`src/bbsr_pkg.sv`:
```
`timescale 1ns / 1ps

package bbsr_pkg;

  // Register indexes on the configuration port.
  localparam logic [1:0] REG_SEQ_LENGTH    = 2'd0;
  localparam logic [1:0] REG_BALANCE_BOUND = 2'd1;
  localparam logic [1:0] REG_MODULUS       = 2'd2;

  typedef enum logic [2:0] {
    ST_INIT,
    ST_ROW0,
    ST_ROW_START,
    ST_RD,
    ST_WR,
    ST_READY,
    ST_LOOKUP,
    ST_FINISH
  } state_t;

  // Commands from the controller to the datapath.
  typedef struct packed {
    logic init;
    logic row0_wr;
    logic row_start;
    logic rd;
    logic wr;
    logic sym_take;
    logic sym_upd;
    logic fin;
  } cmd_t;

  // Status from the datapath to the controller.
  typedef struct packed {
    logic row0_end;
    logic col_end;
    logic row_end;
    logic last_sym;
    logic out_busy;
  } sts_t;

  // Modular sum of two residues that are both below the modulus.
  function automatic logic [31:0] mod_add(input logic [31:0] a, input logic [31:0] b,
                                          input logic [32:0] m);
    logic [32:0] s;
    s = {1'b0, a} + {1'b0, b};
    if (s >= m) begin
      s = s - m;
    end
    return s[31:0];
  endfunction

endpackage

```
`src/bbsr_regs.sv`:
```
`timescale 1ns / 1ps

module bbsr_regs
  import bbsr_pkg::*;
#(
  parameter int MAX_LEN   = 64,
  parameter int MAX_BOUND = 8,
  localparam int LEN_W = $clog2(MAX_LEN + 1),
  localparam int K_W   = $clog2(MAX_BOUND + 1)
) (
  input  logic             clk,
  input  logic             rst_n,
  input  logic             cfg_psel,
  input  logic             cfg_penable,
  input  logic             cfg_pwrite,
  input  logic [3:0]       cfg_paddr,
  input  logic [31:0]      cfg_pwdata,
  output logic [31:0]      cfg_prdata,
  output logic             cfg_pready,
  output logic             cfg_wr,
  output logic [LEN_W-1:0] n_eff,
  output logic [K_W-1:0]   k_eff,
  output logic [32:0]      m33
);

  logic [6:0]  seq_length_r;
  logic [3:0]  balance_bound_r;
  logic [31:0] modulus_r;
  logic        wr_en;
  logic [1:0]  idx;

  assign cfg_pready = 1'b1;
  assign idx        = cfg_paddr[3:2];
  assign wr_en      = cfg_psel && cfg_penable && cfg_pwrite;
  assign cfg_wr     = wr_en && (idx == REG_SEQ_LENGTH || idx == REG_BALANCE_BOUND ||
                                idx == REG_MODULUS);

  always_ff @(posedge clk) begin
    if (!rst_n) begin
      seq_length_r    <= 7'd64;
      balance_bound_r <= 4'd2;
      modulus_r       <= 32'd1000000;
    end else if (wr_en) begin
      case (idx)
        REG_SEQ_LENGTH:    seq_length_r    <= cfg_pwdata[6:0];
        REG_BALANCE_BOUND: balance_bound_r <= cfg_pwdata[3:0];
        REG_MODULUS:       modulus_r       <= cfg_pwdata;
        default:           ;
      endcase
    end
  end

  always_comb begin
    case (idx)
      REG_SEQ_LENGTH:    cfg_prdata = {25'd0, seq_length_r};
      REG_BALANCE_BOUND: cfg_prdata = {28'd0, balance_bound_r};
      REG_MODULUS:       cfg_prdata = modulus_r;
      default:           cfg_prdata = 32'd0;
    endcase
  end

  // Clamp the raw settings to what the table can hold.
  always_comb begin
    if (seq_length_r == 7'd0) begin
      n_eff = LEN_W'(1);
    end else if (32'(seq_length_r) > 32'(MAX_LEN)) begin
      n_eff = LEN_W'(MAX_LEN);
    end else begin
      n_eff = LEN_W'(seq_length_r);
    end
    if (32'(balance_bound_r) > 32'(MAX_BOUND)) begin
      k_eff = K_W'(MAX_BOUND);
    end else begin
      k_eff = K_W'(balance_bound_r);
    end
    m33 = (modulus_r == 32'd0) ? {1'b1, 32'd0} : {1'b0, modulus_r};
  end

endmodule

```
`config.mk`:
```
export PLATFORM = sky130hd
export DESIGN_NAME = bbsr_regs
export DESIGN_NICKNAME = d
export VERILOG_FILES = /design/src/bbsr_pkg.sv /design/src/bbsr_regs.sv
export SDC_FILE = /design/constraint.sdc
export NUM_CORES = 1
export LEC_CHECK = 0
export ABC_CLOCK_PERIOD_IN_PS = 2300
export BUFFER_PORTS_ARGS = -buffer_cell sky130_fd_sc_hd__buf_4
export CORE_UTILIZATION = 46
export CTS_BUF_LIST = sky130_fd_sc_hd__clkbuf_4 sky130_fd_sc_hd__clkbuf_8 sky130_fd_sc_hd__clkbuf_16
export DETAILED_ROUTE_END_ITERATION = 7
export MAX_ROUTING_LAYER = met4
export PLACE_DENSITY = 0.85
export SYNTH_ARGS = -nofsm -noshare
export SYNTH_HDL_FRONTEND = slang
export SYNTH_SLANG_ARGS = --single-unit
```
`constraint.sdc`:
```
create_clock -name clk -period 2.3 [get_ports clk]
set_clock_uncertainty 0.2 [all_clocks]
set_input_delay 0.69 -clock clk [delete_from_list [all_inputs] [get_ports clk]]
set_output_delay 0.69 -clock clk [all_outputs]
set_load 0.01 [all_outputs]
```
* Word-level counts from Yosys, hierarchy flattened
Index checks and enable logic that the tools add are counted.
** Storage, ports and cells
- Flip-flop bits (word level) :: 43
- Logic and storage cells :: 23
** Cells by class
- $lt $le $gt $ge :: 2
- Mux-type cells :: 5
- Reductions and logical operators :: 11
- Equal/unequal tests :: 2
** Operator list (count)
- 32-bit case mux with 3 select lines :: 1
- 33-bit two-way mux :: 1
- 32-bit logical NOT :: 1
- 7-bit two-way mux :: 2
- 7-bit greater-than comparator, second input constant :: 1
- 7-bit logical NOT :: 1
- 2-bit AND reduction :: 3
- 4-bit greater-than comparator, second input constant :: 1
- 4-bit two-way mux :: 1
- 1-bit logical AND :: 3
- 2-bit by 1-bit equality test with 1-bit output, second input constant :: 1
- 2-bit equality test, second input constant :: 1
- 2-bit logical NOT :: 1
- 1-bit logical OR :: 2

* Logic depth before layout (Yosys ltp)
- Word-level depth :: 4
- Gate-level depth with buffers :: 6
- Gate-level depth less buffers :: 3

* Least setup slack after synthesis
OpenSTA, ideal clock, no wires.
- Kind :: input-to-output
- Start :: in cfg_paddr[2]
- End :: out cfg_prdata[14]
- Data required time :: 1.410 ns
- Slack :: 0.029 ns
- Arrival time :: 1.381 ns
- Cell stages on the path :: 3
- Cells stage by stage :: and2b_1 > clkbuf_1 > and2_1
** Between the ends
- Word-level cells in the longest chain between the ends :: 2
- Elaborated cells between the ends (all ways) :: 4
- Classes of those cells :: 2 x eq/ne; 1 x mux; 1 x reduce/logical
** RTL lines
- from (decl) :: RTL line bbsr_regs.sv:16 : input logic [3:0] cfg_paddr,
- 2-bit equality test, or another cell as far along :: RTL line bbsr_regs.sv:54 : case (idx)
- 32-bit case mux with 3 select lines (*) :: RTL line bbsr_regs.sv:54
- to (decl) :: RTL line bbsr_regs.sv:18 : output logic [31:0] cfg_prdata,
Mark *: on every way between the ends. The rest lies on a longest branch, timed or not.

* Worst setup path after layout
- Start :: in cfg_paddr[3]
- End :: out cfg_prdata[17]
The elaborated chain is that of the path after synthesis.

==> impl_metrics.csv <==
group,metric,value,unit
outcome,outcome,"complete, but fails checks",
outcome,violations,"setup timing",
yosys,synth_flop_cell,"dfxtp_1",
critical_path,r2r-end,"modulus_r[6]$_SDFFE_PN1P_",
placed_design,buffer_ports.inserted,115,
yosys,synth_common_cells,"nand2_1, dfxtp_1, clkbuf_1, mux2i_1, and2_1",
pwr,ir_drop,0.263,mV
global_route,antenna_found_initial,0,
yosys,yosys-top-cells-area,"dfxtp_1, mux2i_1, nand2_1",
detailed_routing,drc,0,
critical_path,r2r_cells,3,
critical_path,crit_type,"in2out",
cts,clock_sinks,43,
finish,area_growth,40.5,%
yosys,synth_compound_area_share,5.26,%
finish,drive_above_1_share,39.7,%
placed_design,gp_congestion,0.758,
yosys,syn_area,2330,sq um
critical_path,crit_path_start,"cfg_paddr[3]",
yosys,synth_fa_ha_area_share,0,%
job,drv_cap,0,
detailed_routing,drtIter0Drc,67,
cts,postCtsHoldBufs,0,
detailed_routing,first_pass_iters,4,
yosys,syn_inst,293,
yosys,synth_top_area_share,36.9,%
global_route,grt_pass1_wl,8980,microns
critical_path,critPathCapture,"cfg_prdata[17]",
critical_path,r2r-start,"modulus_r[6]$_SDFFE_PN1P_",
yosys,synth_mux_area_share,18.0,%
critical_path,arrival,1.46,ns
timing,fin_crit_sh,102,%
placed_design,dp_hpwl,4380,microns
detailed_routing,ant_nets,0,
die,die_h,73.2,microns
timing,hold_viol,0,
cts,postCtsSetupBuffers,0,
pwr,p_per_area,441,nW/um^2
placed_design,dp_cells,427,
timing,rsz0062_at_grt,"true",
timing,setup_viol,25,
critical_path,critPathCaptureType,"output port",
yosys,synth_top_family_by_area,"simple AND/OR/NAND/NOR gates",
global_route,first_global_vias,1924,
yosys,synth_warnings,0,
die,io_pins,119,
detailed_routing,vias_per_cell,4.82,
yosys,synthArstFlopShare,0,%
yosys,synth_xor_area_share,0,%
critical_path,worstPathRequired,1.41,ns
die,core_region_area,4790,sq um
yosys,synth_edf_count,0,
global_route,grt_use_total,22.6,%
die,dieArea,5350,sq um
yosys,seq_area_frac_synth,36.9,%
die,start_util,48.7,%
timing,max_freq,426,MHz
global_route,gr-total-overflow,0,
cts,root_buffer,"clkbuf_8",
pwr,fin_total_pwr,1.44,mW
finish,nets,408,
detailed_routing,wl_per_cell,13.4,microns
timing,setup_slack,-0.0471,ns
cts,clock_path_buffers,2,
yosys,synth_top_cell_by_area,"dfxtp_1",
min_path,hold_class,"reg2reg",
timing,slew_viol_final,0,
cts,clkSlewWorstSetupHoldPaths,0.08,ns
cts,cts_made_buffers,5,
finish,antenna_cells,0,
global_route,grt_max_degree,38,
yosys,syn_avg_cell_area,7.95,sq um
die,die_x,73.2,microns
die,fp-row-count,25,
cts,cts_tree,"yes",
finish,finalNonFillerCells,435,
critical_path,crit_fanout,31,
min_path,min_from,"balance_bound_r[0]$_SDFFE_PN0P_",
timing,period_needed,2.35,ns
detailed_routing,via_count,2097,
yosys,ys_types,27,
detailed_routing,drt-total-wl,5810,microns
cts,h-tree-depth,2,
finish,fillCellCount,408,
critical_path,reg2reg_slack,1.33,ns
cts,clock_latency,0.29,ns
timing,hold_ws,0.279,ns
yosys,ys_ff_latch,43,
yosys,synthSimpleGateAreaFrac,27.4,%
yosys,synth_most_common_cell,"nand2_1",
critical_path,cp-start-kind,"input pin",
yosys,syn-num-nets,334,
pwr,p_leak,1.52,nW
worst min path at each step:
stage,to,cells past startpoint,slack (ns)
finish,balance_bound_r[0]$_SDFFE_PN0P_,2,0.28
global route,balance_bound_r[0]$_SDFFE_PN0P_,2,0.31
CTS,balance_bound_r[0]$_SDFFE_PN0P_,2,0.28
detailed placement,balance_bound_r[0]$_SDFFE_PN0P_,2,0.27
global placement,balance_bound_r[2]$_SDFFE_PN0P_,2,0.26
floorplan,balance_bound_r[0]$_SDFFE_PN0P_,2,0.24
registers in the layout (all words and copies together) (netlist names):
register,cells
seq_length_r,7
balance_bound_r,4
modulus_r,32
repair_timing:
action                                 4_1_cts  5_1_grt
cloned                                       0        0
endpoints found under the hold margin        0        0
resized for setup                           11        3
setup endpoints to repair                   27       26
critical path, stage by stage:
cell and delay, ns:
buf_6 0.11, and2b_1 0.18, buf_12 0.16, and2_1 0.17, buf_4 0.14
through the flow:
stage	instance area [sq um]	utilization, %	TNS [ns]	worst slack (ns)
6_report	3270	68.4	-0.845	-0.0471
5_1_grt	3270	68.4	-1.63	-0.0795
4_1_cts	3260	68.2	-0.916	-0.0475
3_5_place_dp	3130	65.5	-1.81	-0.0928
3_3_place_gp	3130	65.5	-1.45	-0.0663
2_1_floorplan	2330	-	0	0.0290
area by class of cell:
cell class,instances,area (sq um),share of cell area [%]
inverter,7,26.3,0.802
tap,67,83.8,2.56
clock inverter,2,12.5,0.382
multi-input combinational,188,1210,37.1
clock buffer,6,76.3,2.33
timing repair buffer,122,1000,30.6
sequential,43,861,26.3
layout by cell type, fill, tap and decap left out, types with 6 or more instances in the layout:
| cell type | instances |
|---|---|
| and2_1 | 22 |
| buf_4 | 111 |
| buf_6 | 6 |
| dfxtp_1 | 43 |
| inv_1 | 7 |
| mux2i_1 | 42 |
| nand2_1 | 63 |
| nand3_1 | 8 |
| nor2_1 | 7 |
| nor2b_1 | 9 |
| o211ai_2 | 6 |
layer usage:
layer / vias up / track usage, % / wire [microns]
li1: 1066 / - / -
met1: 936 / 25.2 / 2400
met3: 10 / 5.11 / 444
met5: - / - / 0
met4: 0 / 6.75 / 75
met2: 85 / 40.0 / 2890
kinds of logic after synthesis:
| family | count (synthesis) |
|---|---|
| simple gates | 130 |
| buf+inv | 62 |
| flops | 43 |
| mux | 42 |
| compound gates | 15 |
| other cells | 1 |
power by group:
group          internal, mW  switching (mW)  total (mW)
registers             0.755          0.0120       0.767
clock network         0.224           0.253       0.477
logic                 0.110          0.0902       0.200
total                  1.09           0.355        1.44
(Power assumes the default switching activity.)
