`config.mk`:
```
export PLATFORM = sky130hd
export DESIGN_NAME = bbsr_ctrl
export DESIGN_NICKNAME = d
export VERILOG_FILES = /design/src/bbsr_pkg.sv /design/src/bbsr_ctrl.sv
export SDC_FILE = /design/constraint.sdc
export NUM_CORES = 1
export LEC_CHECK = 0
export ABC_AREA = 1
export BUFFER_PORTS_ARGS = -buffer_cell sky130_fd_sc_hd__buf_2
export CAP_MARGIN = 10
export CORE_AREA = 2 2 39 41
export DETAILED_ROUTE_END_ITERATION = 7
export DIE_AREA = 0 0 41 43
export GPL_TIMING_DRIVEN = 0
export PLACE_DENSITY = 0.59
export SETUP_SLACK_MARGIN = 0.3
export SLEW_MARGIN = 5
export SYNTH_ARGS = -nofsm -noshare
export SYNTH_HDL_FRONTEND = slang
export SYNTH_SLANG_ARGS = --single-unit
```
`constraint.sdc`:
```
create_clock -name clk -period 1.2 [get_ports clk]
set_input_delay 0.06 -clock clk [delete_from_list [all_inputs] [get_ports clk]]
set_output_delay 0.06 -clock clk [all_outputs]
set_load 0.02 [all_outputs]
```
`src/bbsr_pkg.sv`:
```
`timescale 1ns / 1ps

package bbsr_pkg;

  // Register indexes on the configuration port.
  localparam logic [1:0] REG_SEQ_LENGTH    = 2'd0;
  localparam logic [1:0] REG_BALANCE_BOUND = 2'd1;
  localparam logic [1:0] REG_MODULUS       = 2'd2;

  typedef enum logic [2:0] {
    ST_INIT,
    ST_ROW0,
    ST_ROW_START,
    ST_RD,
    ST_WR,
    ST_READY,
    ST_LOOKUP,
    ST_FINISH
  } state_t;

  // Commands from the controller to the datapath.
  typedef struct packed {
    logic init;
    logic row0_wr;
    logic row_start;
    logic rd;
    logic wr;
    logic sym_take;
    logic sym_upd;
    logic fin;
  } cmd_t;

  // Status from the datapath to the controller.
  typedef struct packed {
    logic row0_end;
    logic col_end;
    logic row_end;
    logic last_sym;
    logic out_busy;
  } sts_t;

  // Modular sum of two residues that are both below the modulus.
  function automatic logic [31:0] mod_add(input logic [31:0] a, input logic [31:0] b,
                                          input logic [32:0] m);
    logic [32:0] s;
    s = {1'b0, a} + {1'b0, b};
    if (s >= m) begin
      s = s - m;
    end
    return s[31:0];
  endfunction

endpackage

```
`src/bbsr_ctrl.sv`:
```
`timescale 1ns / 1ps

module bbsr_ctrl
  import bbsr_pkg::*;
(
  input  logic clk,
  input  logic rst_n,
  input  logic cfg_wr,
  input  logic in_valid,
  output logic in_stall,
  input  sts_t sts,
  output cmd_t cmd
);

  state_t state_r, state_nxt;

  always_ff @(posedge clk) begin
    if (!rst_n) begin
      state_r <= ST_INIT;
    end else begin
      state_r <= state_nxt;
    end
  end

  always_comb begin
    state_nxt = state_r;
    case (state_r)
      ST_INIT:      state_nxt = ST_ROW0;
      ST_ROW0: begin
        if (sts.row0_end) begin
          state_nxt = sts.row_end ? ST_READY : ST_ROW_START;
        end
      end
      ST_ROW_START: state_nxt = ST_RD;
      ST_RD:        state_nxt = ST_WR;
      ST_WR: begin
        if (sts.col_end) begin
          state_nxt = sts.row_end ? ST_READY : ST_ROW_START;
        end else begin
          state_nxt = ST_RD;
        end
      end
      ST_READY: begin
        if (in_valid) begin
          state_nxt = ST_LOOKUP;
        end
      end
      ST_LOOKUP:    state_nxt = sts.last_sym ? ST_FINISH : ST_READY;
      ST_FINISH: begin
        if (!sts.out_busy) begin
          state_nxt = ST_READY;
        end
      end
      default:      state_nxt = ST_INIT;
    endcase
    if (cfg_wr) begin
      state_nxt = ST_INIT;
    end
  end

  always_comb begin
    cmd = '0;
    case (state_r)
      ST_INIT:      cmd.init      = 1'b1;
      ST_ROW0:      cmd.row0_wr   = 1'b1;
      ST_ROW_START: cmd.row_start = 1'b1;
      ST_RD:        cmd.rd        = 1'b1;
      ST_WR:        cmd.wr        = 1'b1;
      ST_READY:     cmd.sym_take  = in_valid;
      ST_LOOKUP:    cmd.sym_upd   = 1'b1;
      ST_FINISH:    cmd.fin       = !sts.out_busy;
      default:      cmd           = '0;
    endcase
    if (cfg_wr) begin
      cmd = '0;
    end
  end

  assign in_stall = (state_r != ST_READY);

  a_take_then_lookup: assert property (@(posedge clk) disable iff (!rst_n)
    (in_valid && !in_stall && !cfg_wr) |=> (state_r == ST_LOOKUP))
    else $error("accepted symbol not followed by its table lookup");

  a_cfg_restarts: assert property (@(posedge clk) disable iff (!rst_n)
    cfg_wr |=> (state_r == ST_INIT))
    else $error("register write did not restart the table build");

endmodule

```
Word level (Yosys, flattened, before mapping)
Index checks and enable logic that the tools add are counted.
{"block": "classes", "add_sub_neg": 0, "bitwise_logic": 1, "n_lt_le_gt_ge": 0, "shift": 0, "n_eq_ne": 11, "n_mux": 16, "n_reduce_logical": 4, "multipliers": 0, "n_div": 0}
{"operator": "$pmux W3 S8", "count": 1}
{"operator": "$mux W3", "count": 5}
{"operator": "$eq A3 B3 Y1 const B", "count": 4}
{"operator": "$mux W1", "count": 8}
{"operator": "$mux W8", "count": 1}
{"operator": "$eq A3 B2 Y1 const B", "count": 2}
{"operator": "$ne A2 B2 Y1 const B", "count": 3}
{"operator": "$eq A3 B1 Y1 const B", "count": 1}
{"operator": "$logic_not A3 Y1", "count": 1}
{"operator": "$ne A3 B3 Y1 const B", "count": 1}
{"operator": "$reduce_and A3 Y1", "count": 1}
{"operator": "$mux W2", "count": 1}
{"operator": "$reduce_or A2 Y1", "count": 1}
{"operator": "$logic_not A1 Y1", "count": 1}
{"operator": "$not A1 Y1", "count": 1}
{"block": "word_totals", "mem_bits_rw": 0, "reg_bits": 3, "elab_cells": 33, "mem_bits_ro": 0, "out_inout_bits": 9, "latch_bits": 0, "memories": 0, "inputBits": 9}

Logic depth before layout (Yosys ltp)
{"block": "depth", "ltp_word": 3, "mapped_depth": 8, "depth_no_buf": 7}

Worst setup path before layout
OpenSTA, ideal clock, no wires.
{"block": "synth_timing", "kind": "reg2reg", "startpoint": "register state_r[1]", "endpoint": "register state_r[1]", "synth_period_minus_slack_ns": 1.144, "stages_incl_launch_ff": 8, "arrival_ns": 1.031, "setup_slack_ns": 0.056, "cell_sequence": "dfxtp_1 > buf_6 > inv_4 > nand3_1 > nor2_1 > nor2_1 > a21boi_1 > nor2_1"}
{"block": "synth_between", "elab_chain_len": 3, "word_cells_on_any_way": 13, "classes_between": "eq/ne: 10; mux: 1; reduce/logical: 2"}
{"element": "from (decl)", "line": "bbsr_ctrl.sv:15", "rtl": "state_t state_r, state_nxt;"}
{"element": "from (signal assigned)", "line": "bbsr_ctrl.sv:21", "rtl": "state_r <= state_nxt;"}
{"element": "$eq A3 B1 Y1 or $eq A3 B3 Y1 (tied branches)", "line": "bbsr_ctrl.sv:27", "rtl": "case (state_r)"}
{"element": "$ne A2 B2 Y1 (no source line)"}
{"element": "$reduce_and A3 Y1 (no source line)"}
Parallel ways exist; a longest one is shown, timed or not.
A chain may end at the register's enable or synchronous reset.

Final worst setup path
{"block": "layout_timing", "startpoint": "register state_r[2]", "endpoint": "register state_r[0]"}
The elaborated chain is that of the path after synthesis.

==> results.env <==
RUN_STATUS='completed'
SYN_AVG_CELL_AREA_UM2=5.82
CTS_MAX_LEVEL=1
SYNTH_TOP_AREA_SHARE_PCT=16.4
FINAL_LAYOUT_SETUP_TOTAL_NEGATIVE_SLACK_NS=0
CTS-ROOT-TO-SINK-BUFFERS=2
INITIAL_CORE_UTIL_PCT=29.8
MAXIMUM_NUMBER_OF_PINS_ON_ONE_NET_BEFORE_GLOBAL_ROUTE_REPAIR=9
CORE_REGION_AREA_UM2=1380
ANTENNA_CELLS=0
POST_SYNTH_INST_COUNT=71
FIN_WORST_SKEW_NS=0.00479
VIASPERCELL=4.77
FIRST_ITER_VIOLATIONS=20
TIMING_MAX_TRANSITION_VIOLATIONS_FINAL=0
DIE-WIDTH_UM=41
TIGHTESTPINTRANSITION_NS=0.208
YS_SEQ_AREA_SHARE_PCT=14.5
DRV_CAP=0
CRIT_ARRIVAL_NS=1.28
BUFFER_PORTS.INSERTED=17
POST-DP-HPWL_UM=829
FINAL_PERIOD_MINUS_WORST_SETUP_SLACK_NS=1.17
MIN_PERIOD_OVER_PERIOD_PCT=97.6
ANTENNA_FOUND_INITIAL=0
NUMBER_OF_GLOBAL_ROUTE_VIAS_BEFORE_REPAIR=458
SYN-NUM-NETS=80
YOSYSUNIQUECELLTYPES=17
LARGEST_REG_FLOPS=3
LAYOUT.CORE_UTILIZATION_PCT=58.6
DIE_AREA_UM2=1760
XOR_AND_XNOR_AREA_SHARE_AFTER_SYNTHESIS_PCT=0
CLOCK_SINK_COUNT=3
MAPPEDNETLISTAREA_UM2=413
GLOBAL_ROUTE_WIRE_LENGTH_BEFORE_REPAIR_MM=1.83
CTS_TREE='yes'
MIN_DELAY_PATH_CLASS='input port to flip-flop'
GRT_UTIL_ALL_LAYERS_PCT=15.1
POST_ROUTE_CELLS_DRIVE_ABOVE_1_SHARE_PCT=61.4
MAX_FREQ_GHz=0.854
LEAKAGE_DISSIPATION_nW=0.411
YOSYS_REGISTER_BITS=3
TIMING.SETUP.CRITICAL_PATH_CLASS='flip-flop to flip-flop'
SIMPLE_GATE_PORTION_OF_THE_SYNTHESIZED_AREA_PCT=65.5
GRT_SETUP_UNREPAIRED='true'
IO-PIN-COUNT=18
CRIT_FANOUT=7
FINAL_SETUP_VIOLATIONS=0
COMBINED_AREA_OF_THE_MULTI_INPUT_LOGIC_CELLS_UM2=394
YOSYSWARNINGCOUNT=0
POWER_DENSITY_nW_PER_UM2=579
CRIT_REQUIRED_NS=1.31
REG_TOP3='state_r (3)'
ROUTED_WIRE_LENGTH_PER_INSTANCE_UM=11.2
ROW_COUNT=14
FINAL_ROUTED_WIRELENGTH_MM=1.32
HOLD_VIOL_FINAL=0
CPMOSTUSEDCELL='sky130_fd_sc_hd__nor2_1'
SEQUENTIAL_STANDARD_CELL_AREA_UM2=66.3
CRIT_PATH_END_KIND='flip-flop'
FINAL_CELL_COUNT_NO_FILL=117
DIE_HEIGHT_UM=43
CRITICAL_PATH.N_BUFFERS_INVERTERS=2
FILL_CELLS=129
WORST_SKEW_PAIR.LATE_LATENCY_NS=0.23
DETAIL-ROUTE-ANTENNA-NETS=0
CRIT_PATH_START_KIND='flip-flop'
HOLDWS_NS=0.103
VIAS=558
NUM-NETS-FINAL=111
GPL.FINAL_WEIGHTED_CONGESTION=0.774
WORST_PATH_MAX_DELAY_CELL='sky130_fd_sc_hd__dfxtp_4'
SYNTH_TOP_FAMILY_BY_AREA='simple AND/OR/NAND/NOR gates'
TOP_REGISTER='state_r'
P_TOTAL_mW=0.470
YOSYS.AREA.TOP_TYPE='sky130_fd_sc_hd__nor2_1'
DPL.CELL_COUNT=104
CP_TOP_FAMILY='simple AND/OR/NAND/NOR gates'
DRT_FIRST_PASS_ITERS=4
CRITPATHMAXSTAGEDELAY_NS=0.36
SYNTH.TOP_CELLS.BY_AREA='sky130_fd_sc_hd__nor2_1, sky130_fd_sc_hd__dfxtp_1, sky130_fd_sc_hd__nand2_1'
TRITONCTS_BUFFER_COUNT=3
CLKTRANSATPATHREGS_NS=0.04
DRT_DRC_VIOLATIONS_LEFT=0
VDD.IR_DROP.WORST_V=0.000641
SYNTH.AREA.MUX_SHARE_PCT=0
SLEW_HEADROOM_PCT=86.1
SYNTH_FA_HA_AREA_SHARE_PCT=0
CLOCK_ROOT_BUFFER='sky130_fd_sc_hd__clkbuf_4'
CRITICAL_PATH.CELL_CHAIN='buf_8 -> buf_4 -> nor2_1 -> nor2_1 -> nand2_1 -> nor2_1 -> nor2_1'
SYNTH_COMPOUND_AREA_SHARE_PCT=3.03
GROWTH_OF_DESIGN_AREA_FROM_SYNTHESIS_TO_FINISH_PCT=96.4
GRT.OVERFLOW.TOTAL=0
==> timing repair <==
| item | in CTS | in global routing |
|---|---|---|
| resized for setup | 25 | 16 |
| endpoints found under the setup margin | 12 | 12 |
| pin swaps | 3 | 3 |
| cloned | 1 | 0 |
| setup buffers | 7 | 1 |
| hold buffers | 0 | 0 |
==> cell families after synthesis <==
group,count (synthesis)
buffers and inverters,12
AO/OA/AOI/OAI,2
AND/OR/NAND/NOR,54
flip-flops,3
==> through the flow <==
| step | setup WS, ns | cell area [um2] |
|---|---|---|
| final | 0.0289 | 811 |
| after global routing | -0.0699 | 811 |
| after CTS | 0.0294 | 738 |
| after detailed placement | 0.0860 | 581 |
| after global placement | 0.0835 | 581 |
| after floorplan | 0.151 | 475 |
==> synthesized netlist by cell type (all sizes together) <==
library cell and number:
a21boi 1, inv 9, buf 3, nor2 21, nor3 4, a21oi 1
nand3 6, dfxtp 3, nand4 3, nand2 20
==> power by group <==
part           leakage [nW]  switching (mW)  internal, mW
clock network        0.0150          0.0462         0.124
logic                 0.370           0.107        0.0844
registers            0.0261         0.00397         0.104
total                 0.411           0.157         0.312
==> layer usage <==
metal / up-vias / track usage [%] / part of all wire, %
met5: - / 0 / 0
met4: 0 / 4.00 / 0
met3: 0 / 1.57 / 4.5
met2: 18 / 26.6 / 55
met1: 256 / 18.1 / 41
li1: 284 / - / -
==> cell type report <==
type / instances / area share (%)
Timing Repair Buffer: 26 / 25.8
Inverter: 9 / 6.02
Buffer: 3 / 5.71
Sequential cell: 3 / 8.18
Clock buffer: 4 / 3.24
Multi-Input combinational cell: 56 / 48.6
Tap cell: 16 / 2.47
==> path summary, 6_finish.rpt <==
path | from | to | slack [ns] | cells after the start
worst max-delay path | state_r[2] | state_r[0] | 0.03 | 7
worst min-delay path | rst_n | state_r[2] | 0.10 | 3
worst max register to register | state_r[2] | state_r[0] | 0.03 | 7
worst min register to register | state_r[2] | state_r[1] | 0.75 | 5
==> worst min-delay path: cells and delay by family <==
| kind | cells | cell delay, ns |
|---|---|---|
| simple gates | 2 | 0.14 |
| buf+inv | 1 | 0.09 |
==> cell usage in the layout, fill, tap and decap left out, types with 3 or more instances in the layout <==
| cell | instances |
|---|---|
| sky130_fd_sc_hd__buf_4 | 9 |
| sky130_fd_sc_hd__nand3_2 | 3 |
| sky130_fd_sc_hd__nor2_2 | 5 |
| sky130_fd_sc_hd__nor3_4 | 3 |
| sky130_fd_sc_hd__clkbuf_4 | 3 |
| sky130_fd_sc_hd__nand2_1 | 13 |
| sky130_fd_sc_hd__inv_1 | 6 |
| sky130_fd_sc_hd__buf_6 | 10 |
| sky130_fd_sc_hd__nand2_4 | 4 |
| sky130_fd_sc_hd__nor2_1 | 13 |
| sky130_fd_sc_hd__buf_2 | 8 |
| sky130_fd_sc_hd__nand3_1 | 3 |
(Power assumes the default switching activity.)
